File: src/conditional_counter_update_defines.svh
// ----------------------------------------------------------------------------
// Conditional counter update: assertion macros
// Shared concurrent assertion forms, clocked, disabled while in reset.
// ----------------------------------------------------------------------------
`ifndef CONDITIONAL_COUNTER_UPDATE_DEFINES_SVH
`define CONDITIONAL_COUNTER_UPDATE_DEFINES_SVH

// same-cycle implication
`define CCU_ASSERT_SAME(lbl, clk, rst_n, ante, cons, msg) \
  lbl: assert property (@(posedge clk) disable iff (!rst_n) (ante) |-> (cons)) \
    else $error(msg);

// next-cycle implication
`define CCU_ASSERT_NEXT(lbl, clk, rst_n, ante, cons, msg) \
  lbl: assert property (@(posedge clk) disable iff (!rst_n) (ante) |=> (cons)) \
    else $error(msg);

`endif

File: src/ccu_pkg.sv
// ----------------------------------------------------------------------------
// Conditional counter update package
// Field widths, operation and condition codes, control/status types.
// ----------------------------------------------------------------------------
package ccu_pkg;

  localparam int unsigned NUM_KEYS_DEF = 1024;
  localparam int unsigned KEY_W        = 10;
  localparam int unsigned DATA_W       = 64;
  localparam int unsigned FUNC_W       = 3;
  localparam int unsigned CMP_W        = 3;

  localparam logic [FUNC_W-1:0] FUNC_SET  = 3'd0;
  localparam logic [FUNC_W-1:0] FUNC_INC  = 3'd1;
  localparam logic [FUNC_W-1:0] FUNC_DEC  = 3'd2;
  localparam logic [FUNC_W-1:0] FUNC_ADD  = 3'd3;
  localparam logic [FUNC_W-1:0] FUNC_SUB  = 3'd4;
  localparam logic [FUNC_W-1:0] FUNC_NONE = 3'd5;

  localparam logic [CMP_W-1:0] CMP_ALWAYS = 3'd0;
  localparam logic [CMP_W-1:0] CMP_EQ     = 3'd1;
  localparam logic [CMP_W-1:0] CMP_NEQ    = 3'd2;
  localparam logic [CMP_W-1:0] CMP_LT     = 3'd3;
  localparam logic [CMP_W-1:0] CMP_GT     = 3'd4;
  localparam logic [CMP_W-1:0] CMP_LE     = 3'd5;
  localparam logic [CMP_W-1:0] CMP_GE     = 3'd6;

  typedef struct packed {
    logic clr_step;
    logic capture;
    logic exec;
    logic commit;
  } cmd_t;

  typedef struct packed {
    logic clr_last;
    logic out_free;
  } sts_t;

endpackage

File: src/ccu_ctrl.sv
// ----------------------------------------------------------------------------
// Conditional counter update controller
// Clear sweep after reset, then read / execute / write per instruction.
// ----------------------------------------------------------------------------
`include "conditional_counter_update_defines.svh"

module ccu_ctrl (
  input  logic          clk_i,
  input  logic          rst_ni,
  input  logic          req_valid_i,
  output logic          req_ready_o,
  input  ccu_pkg::sts_t sts_i,
  output ccu_pkg::cmd_t cmd_o
);

  localparam logic [2:0] S_CLEAR = 3'd0;
  localparam logic [2:0] S_IDLE  = 3'd1;
  localparam logic [2:0] S_READ  = 3'd2;
  localparam logic [2:0] S_EXEC  = 3'd3;
  localparam logic [2:0] S_WRITE = 3'd4;

  logic [2:0] state_q, state_d;

  always_comb begin
    state_d      = state_q;
    cmd_o        = '0;
    req_ready_o  = 1'b0;
    case (state_q)
      S_CLEAR: begin
        cmd_o.clr_step = 1'b1;
        if (sts_i.clr_last) begin
          state_d = S_IDLE;
        end
      end
      S_IDLE: begin
        req_ready_o   = 1'b1;
        cmd_o.capture = req_valid_i;
        if (req_valid_i) begin
          state_d = S_READ;
        end
      end
      S_READ: begin
        state_d = S_EXEC;
      end
      S_EXEC: begin
        cmd_o.exec = 1'b1;
        state_d    = S_WRITE;
      end
      S_WRITE: begin
        if (sts_i.out_free) begin
          cmd_o.commit = 1'b1;
          state_d      = S_IDLE;
        end
      end
      default: begin
        state_d = S_CLEAR;
      end
    endcase
  end

  always_ff @(posedge clk_i or negedge rst_ni) begin
    if (!rst_ni) begin
      state_q <= S_CLEAR;
    end else begin
      state_q <= state_d;
    end
  end

  `CCU_ASSERT_SAME(a_commit_out_free, clk_i, rst_ni, cmd_o.commit, sts_i.out_free, "commit while result held")
  `CCU_ASSERT_NEXT(a_one_in_flight, clk_i, rst_ni, req_valid_i && req_ready_o, !req_ready_o, "second instruction taken while busy")
  `CCU_ASSERT_NEXT(a_clear_runs, clk_i, rst_ni, state_q == S_CLEAR && !sts_i.clr_last, state_q == S_CLEAR && !req_ready_o, "clear sweep cut short")

endmodule

File: config.mk
export PLATFORM = sky130hd
export DESIGN_NAME = ccu_ctrl
export DESIGN_NICKNAME = d
export VERILOG_FILES = /design/src/ccu_pkg.sv /design/src/ccu_ctrl.sv
export VERILOG_INCLUDE_DIRS = /design/src /design/src/src
export SDC_FILE = /design/constraint.sdc
export NUM_CORES = 1
export LEC_CHECK = 0
export ABC_AREA = 1
export BUFFER_PORTS_ARGS = -buffer_cell sky130_fd_sc_hd__buf_4
export CAP_MARGIN = 10
export CORE_AREA = 2 2 39 41
export CTS_CLUSTER_SIZE = 10
export DETAILED_ROUTE_END_ITERATION = 8
export DIE_AREA = 0 0 41 43
export SETUP_SLACK_MARGIN = 0.2
export SLEW_MARGIN = 20
export SYNTH_ARGS = -nofsm -noshare
export SYNTH_HDL_FRONTEND = slang
export SYNTH_SLANG_ARGS = --single-unit
export TNS_END_PERCENT = 50
File: constraint.sdc
create_clock -name clk_i -period 2.2 [get_ports clk_i]
set_input_delay 0.22 -clock clk_i [delete_from_list [all_inputs] [get_ports clk_i]]
set_output_delay 0.22 -clock clk_i [all_outputs]
set_load 0.005 [all_outputs]
# Word-level counts from Yosys, hierarchy flattened

Cells that the tools add are included.

Bits in registers: 3
Bits in latches: 0
RAM bits: 0
Bits in read-only memories: 0
Input bits: 5
Output and inout port bits: 5
Word-level logic and storage cells: 20
Memories: 0

$add $sub $neg: 0
Multipliers: 0
Div/mod/pow operators: 0
Order comparisons: 0
Eq/ne operators: 7
Shift operators: 0
Multiplexer cells: 10
Bitwise operators: 0
Reduce and logical (&&, ||, !) cells: 2

Operators with widths:

| operator                                                         | number |
|---|---|
| 3-bit case mux with 5 select lines                               | 1 |
| 3-bit 2-to-1 mux                                                 | 3 |
| 3-bit by 2-bit == test with 1-bit output (second input constant) | 2 |
| 1-bit 2-to-1 mux                                                 | 6 |
| 2-bit != test (second input constant)                            | 3 |
| 3-bit by 1-bit == test with 1-bit output (second input constant) | 1 |
| 3-bit == test (second input constant)                            | 1 |
| 3-bit logical NOT                                                | 1 |
| 3-bit AND reduction                                              | 1 |

# Logic depth before layout (Yosys ltp)

Gate-level depths: netlist (run 1).

Depth after elaboration: 3
Gate-level depth with buffers: 5
Gate-level depth less buffers: 5

# Worst setup path before layout (run 1)

Ideal clock, no wire load.

Path type: reg-to-output
Start point: register state_q[1]
End point: output port cmd_o[0] (netlist bit)
Data arrival time: 800 ps
Required time: 1980 ps
Path slack: 1180 ps
Stages on the path, launching flop included: 4
Path buffers: 0
Cells stage by stage: dfrtp_1 nor2_1 inv_1 nor3_1

RTL lines:

| item                   | line           | source |
|---|---|---|
| start, declared        | ccu_ctrl.sv:22 | `logic [2:0] state_q, state_d;` |
| start signal, assigned | ccu_ctrl.sv:65 | `state_q <= state_d;` |
| end, declared          | ccu_ctrl.sv:13 | `output ccu_pkg::cmd_t cmd_o` |

==> results.txt, run 1 <==
The flow ran to the end, and the final reports show no timing, DRC or antenna violations. In this run the worst hold path is classified as primary input to flip-flop. The total of fill cells in the finished design came out at 153. In this run the critical register-to-register path is launched from state_q[0]. The setup slack after placement is 1.023 ns. The headroom to the max-slew limit is 85.15%. The overall routing resource usage is 7.940%. Of the total power, combinational logic draws 49.7%. The via count of the first global-routing pass came out at 208. The buffer levels on the longest clock path is 2. The launch point of the worst hold path is req_valid_i. The number of top-level pins came out at 10. Once placement completed, the tool counted placed cells totaling 54.

The row count is 14. The worst hold path terminates at state_q[0]. The mapped cell area came out at approximately 190 um2.

The proportion of power drawn by flip-flops and latches is around a quarter. The total clock sinks is 3. The worst-path maximum fanout is 3.

The highest layer touched by signal routing is met3. The total internal power came out at 253.8 uW. The share of synthesized area occupied by flip-flops and latches is between 30% and 40%.

The routed design uses 243 um of met2 wire. The clock root buffer is clkbuf_4. The total nets after synthesis came out at 34.

The power per unit of standard cell area came out at 1375 nW/um2. Once detail routing completed, the nets flagged for antenna violations numbered 0. The slack of the critical path came out at 0.7694 ns. Summed over all layers, the routed wires come to 464 um.

For the worst flop-to-flop path, the logic depth is 4. The arrival time at the worst endpoint is 1.21 ns. The layout net count is 49. The library cells used most frequently in the layout, excluding fill and tap cells, are buf_4, inv_1, nor2_1. After clock tree synthesis, the repair step resized 0 gates.

The register with the most flip-flops in the layout has 3 of them. The maximum number of pins on one net before global-route repair is 7. The clock latency reported for the late side of the worst-skew pair is 0.24 ns.

For this run, the top clock speed supported by timing is 0.6990 GHz. The met1 routed wirelength after detailed routing came out at 202 um. The final weighted congestion in routability-driven placement is 0.7344. The leakage power total came out at 0.0001824 uW. The post-detailed-route DRC marker count is 0. The synthesis warning total is 0. The initial antenna violation count is 0. Setup repair after global routing left no endpoint under its margin. The worst setup path is captured at an output port.

The number of unique standard cell types used by synthesis is 10. The actual slew at the worst max-slew pin came out at 0.2220 ns. The worst setup path is launched from a flip-flop.

The data required time at the worst endpoint is between 1.5 and 2 ns. The clock transition time at the flip-flop clock pins of the worst setup and hold paths is about 0.04 ns. The number of setup violations in the final report came out at 0. The effective utilization at floorplan is 13.65%. The hold path depth is 4. TritonCTS built the clock tree.

The post-synthesis cell count came out at 29. The post-route fraction of the period consumed by the critical path came out at 65.03%. Excluding fillers, the count of instances in the completed layout stands at just under 60. The synthesis-to-finish area growth is 65.56%.

For this run, the share of the core covered by cells in the final layout is between 20% and 30%. The number of hold-slack violations in the final timing report was 0. The placed wire-length estimate after detailed placement came out at ~360 um. The die area came out at ~1800 um2. The TritonCTS buffer count is 3. The area of the placeable core is approximately 1400 um2. The switching share of power came out at 40.98%. The max-slew violation total from the final report came out at 0. The setup TNS came out at 0 ns.

The post-route netlist has between 30% and 40% of its cells at a drive strength greater than 1. The fraction of power consumed by the clock network came out at 23.6%. In this run, synthesis produced a sequential element count of 3. The wire length of the first global-routing pass came out at 828 um.

The first-pass iteration count of the detailed router is 3. A synthesized cell averages 6.515 um2. The kind of critical path is flip-flop to output port. The final routed wire length divided by cell count came out at about 7.9 um. The worst register-to-register path ends at state_q[1]. The count of vias placed by the detailed router is between 200 and 250. Summed over all nets, wire length on met3 after detailed routing comes to 18 um. For this run the aggregate overflow at the end of global routing stands at 0. The count of H-tree levels built during CTS came out at 1.

The clock skew is 0.008000 ns. The overall power consumption is about 430 uW. The worst-case vdd ir drop is 0.3970 mV. state_q holds more flip-flops than any other register. Leaving out fill and tap cells, the most frequent cell in the layout is buf_4. The setup fix buffers added after clock tree synthesis came out at 0. The port buffer count is 9. The shortest period the worst path allows came out at 1.431 ns. The setup slack of the most critical reg-to-reg path is 1.18 ns. Measured along the x axis, the die boundary spans 41 um. The number of antenna diodes in the final layout is 0. The floorplan step set the die height to 43 um. For this block, the initial DRC count from the detailed router was 1. The largest registers in the layout are state_q x3. The number of max-cap violations is 0. The number of vias per cell after detailed routing came out at 3.746.

The switching power summed over all nets came out at approximately 180 uW.
how the worst max path moves through the flow:
stage                          start  endpoint
after global placement    state_q[1]  cmd_o[0]
final                     state_q[0]  cmd_o[0]
after global routing      state_q[0]  cmd_o[0]
after detailed placement  state_q[1]  cmd_o[0]
after CTS                 state_q[1]  cmd_o[0]
after floorplan           state_q[1]  cmd_o[0]
cell type report:
class | instances | area, um2 | area share, %
Multi-Input combinational cell | 18 | 83.83 | 26.80
Clock buffer | 4 | 26.28 | 8.400
Inverter | 8 | 30.03 | 9.600
Timing Repair Buffer | 10 | 77.57 | 24.80
Sequential cell | 3 | 75.07 | 24.00
Tap cell | 16 | 20.02 | 6.400
power by group through the flow:
stage / logic, uW / registers [uW] / clock network (uW)
after floorplan: 131 / 107 / 0
after CTS: 217 / 115 / 101
after detailed placement: 215 / 116 / 0
after global routing: 250 / 121 / 108
final: 214 / 115 / 102
after global placement: 213 / 113 / 0
worst max-delay path, cell delays in order, from the launching register on:
cell and delay, ns:
dfrtp_1 0.38, nor2_1 0.20, inv_1 0.10, nor3_1 0.15, buf_4 0.14
cell usage after synthesis:
cell	n	share of area [%]
inv_2	1	2.0
nand3_2	1	5.3
nor2_1	6	12
nor3_1	1	2.6
inv_1	7	14
dfrtp_1	3	40
nand2_1	3	6.0
a21oi_1	1	2.6
nand3_1	4	11
o21ai_0	2	5.3
metrics by stage:
step / hold slack, ns / area, um2
after floorplan: -0.07559 / 188.9
after CTS: 0.2998 / 312.8
final: 0.2939 / 312.8
after global placement: 0.009837 / 276.5
after global routing: 0.3133 / 312.8
after detailed placement: 0.01185 / 276.5
cells by family after synthesis:
kind of cell | count (synthesis) | synth area share [%]
flops | 3 | 39.73
buf+inv | 8 | 15.89
compound gates | 3 | 7.945
simple gates | 15 | 36.42
routing by layer:
metal / global-route usage (%) / vias up
li1: - / 117
met4: 10.00 / 0
met1: 9.355 / 98
met3: 3.141 / 0
met5: 0 / -
met2: 9.063 / 6
repair_timing:
item	4_1_cts	5_1_grt
setup endpoints to repair	0	0
hold buffers	1	0
hold endpoints to repair	3	0
No activity file was read; power rests on OpenSTA's default activity.
==> inputs of run 2 (changes only) <==
- clock period: 2.2 -> 1.3 ns (I/O delays scaled with it)
==> results.txt, run 2 (synthesis gave the netlist of run 1 again) <==
The cell with the biggest individual delay on the critical path is dfrtp_1. The switching power summed over all nets is 340.4 uW. The setup slack of the most critical reg-to-reg path is 0.28 ns.

The CTS tree is built. In the final layout, the registers with the most flip-flops are state_q x3. The count of placed standard cells including taps came out at 54. Based on the critical path, the design can be clocked at up to 0.8392 GHz. The worst-case vdd ir drop is 0.7352 mV.

The max-slew violation total from the final report is 0. The first-pass iteration count of the detailed router is 4. Setup repair after global routing could not meet its margin everywhere. The post-detailed-route count of antenna-violating nets came out at 0. Row generation in the floorplan step produced 14 rows.

The hold path depth is 4. The count of vias placed by the detailed router came out at approximately 220. The overall power consumption came out at 836.5 uW. The worst setup path is launched from a flip-flop. The path with the worst hold slack has its endpoint at state_q[0]. The effective utilization at floorplan is 13.65%.

The number of vias per cell after detailed routing came out at 3.656. The y dimension of the die came out at 43 um. The die area came out at 1763 um2. The data required time at the worst endpoint came out at 1.17 ns. The library cell used most frequently in the layout, excluding fill and tap cells, is buf_4.

The worst path in the final design needs a cycle of roughly 1.2 ns, including I/O delays and setup. The flip-flop count of the largest register, all copies and words added came out at 3. The total congestion overflow after global routing is 0. The number of top-level pins came out at 10.

The number of non-filler instances in the completed layout is 61. The number of hold-slack violations in the final timing report came out at 0. The count of cells along the worst register-to-register path is 5. Power spread over the standard cell area amounts to between 2000 and 2500 nW/um2.

The clock skew came out at 0.004559 ns. Traced cell by cell, the critical path runs through nor2_2 > inv_2 > nor3_2 > buf_4. Broken down by cell family, the worst path's largest delay share belongs to flip-flops. The post-route fraction of the period consumed by the critical path came out at 91.67%. The run finished with clean final reports. The startpoint identified for the worst hold timing path is req_valid_i. The buffering stage count on the worst path with inverters included is 2. In the layout the commonest cells are buf_4, inv_1, nor2_1, nand3_1. Counting the buffers created by CTS gives 3. The region available for standard cell placement spans 1384 um2. The buffer levels on the longest clock path is 2. The layout net count came out at 51. Entering global routing, the biggest net connects 5 pins. The fraction of power consumed by the clock network came out at between 10% and 20%. The setup TNS is 0 ns. The initial antenna violation count came out at 0. The register cell area after layout is 76.32 um2.

The worst hold margin came out at 0.2087 ns. Summed over all cells, the static leakage comes to ~0.00019 uW. The portion of total power attributed to combinational logic came out at 56.3%.

The later pin in the worst-skew pair is clocked with a latency of 0.23 ns. Ranked by flip-flop count, first place goes to state_q. The beginning of the worst register-to-register path is state_q[0]. The post-detailed-route DRC marker count is 0.

The fraction of layout cells with a size suffix above 1 is 51.11%. The multi-input logic area came out at 101.3 um2. The largest single stage delay on the critical path is ~0.40 ns. The proportion of power drawn by flip-flops and latches came out at approximately a quarter.

Summed over all nets, the half-perimeter wirelength after detailed placement is 336.5 um. The synthesis-to-finish area growth came out at 83.44%. The post-route cell area came out at 346.6 um2.

The via count of the first global-routing pass came to 237. At the end of routability-driven placement, the weighted congestion stood at 0.7438. Internal power comes to 496.1 uW. The actual slew at the worst max-slew pin is around 0.14 ns.

The kind of critical path is flip-flop to output port. The port buffer count is 9. The first routing iteration left 2 violations. The die span in x is 41 um. Counting the fill cells in the layout gives 170. Data on the critical path arrives at its endpoint at 1.06 ns. The post-detailed-routing wire length is between 400 and 500 um. The count of antenna diodes in the layout came out at 0. The switching share of power came out at 40.69%. The root buffer cell chosen for the clock tree is clkbuf_4.

The number of setup violations in the final report came out at 0. The final routed wire length divided by cell count came out at about 7.7 um. The path class of the tightest hold or removal check is primary input to flip-flop. The clock transition time at the flip-flop clock pins of the worst setup and hold paths is ~0.04 ns. The category of the worst setup path capture point is an output port.

The total clock sinks came out at 3. The wire length of the first global-routing pass is around 800 um. The count of H-tree levels built during CTS came out at 1. The headroom to the max-slew limit is 90.25%. Of all nets on the critical path, the largest fanout is 3. Across every metal layer, demand over resource in global routing totals 7.329%. The number of max-cap violations came out at 0. The endpoint of the worst register-to-register path is state_q[1]. The total cell area at the placement stage came out at 276.5 um2.
## run 2: cell types whose count changed in the layout (fill, tap and decap cells not counted)
| cell | previous run | this run |
|---|---|---|
| buf_4 | 9 | 11 |
| inv_2 | 1 | 3 |
| dfrtp_1 | 3 | 2 |
| nand2_1 | 3 | 2 |
| nor2_1 | 6 | 4 |
| nor2_4 | 0 | 1 |
| nor3_2 | 0 | 1 |
| nor2_2 | 0 | 1 |
| inv_1 | 7 | 5 |
| nor3_1 | 1 | 0 |
| nand2_2 | 0 | 1 |
| dfrtp_2 | 0 | 1 |
## run 2: power by group through the flow
stage | clock [uW] | combinational (uW) | sequential, uW
2_1_floorplan | 0 | 221 | 181
3_3_place_gp | 0 | 358 | 194
3_5_place_dp | 0 | 360 | 196
4_1_cts | 173 | 452 | 192
5_1_grt | 185 | 528 | 208
6_report | 164 | 471 | 201
## run 2: repair_timing
action | CTS | global route
endpoints found under the hold margin | 3 | 0
hold buffers | 1 | 0
setup buffers | 2 | 0
resized for setup | 5 | 3
endpoints found under the setup margin | 4 | 6
pin swaps | 1 | 2
## run 2: how the worst max path moves through the flow
stage,slack [ns],cells past startpoint,start,end
floorplan,0.37,3,state_q[1],cmd_o[0]
global placement,0.24,4,state_q[1],cmd_o[0]
detailed placement,0.22,4,state_q[1],cmd_o[0]
CTS,0.09,4,state_q[0],cmd_o[0]
global route,0.04,5,state_q[0],cmd_o[2]
finish,0.11,4,state_q[0],cmd_o[0]
## run 2: per-layer routing
metal	vias to the layer above	global-route usage [%]	share of wire, %
met5	-	0	0
met1	98	6.752	42
met2	6	10.63	52
li1	119	-	-
met4	0	8.000	0
met3	0	3.141	5.6
## run 2: per-stage QoR
step           utilization (%)  setup WS, ns
6_report                 25.05        0.1083
4_1_cts                  24.50       0.08676
2_1_floorplan                -        0.3701
3_5_place_dp             19.98        0.2177
3_3_place_gp             19.98        0.2417
5_1_grt                  25.05       0.03935
## run 2: layout make-up
class                      count  area share, %
timing repair buffer          12          26.71
clock buffer                   4          7.581
sequential                     3          22.02
multi-input combinational     18          29.24
inverter                       8          8.664
tap                           16          5.776
## run 2: worst min-delay path, cell delays in order
cell	delay [ns]
buf_4	0.07
inv_1	0.04
nand3_1	0.09
a21oi_1	0.07
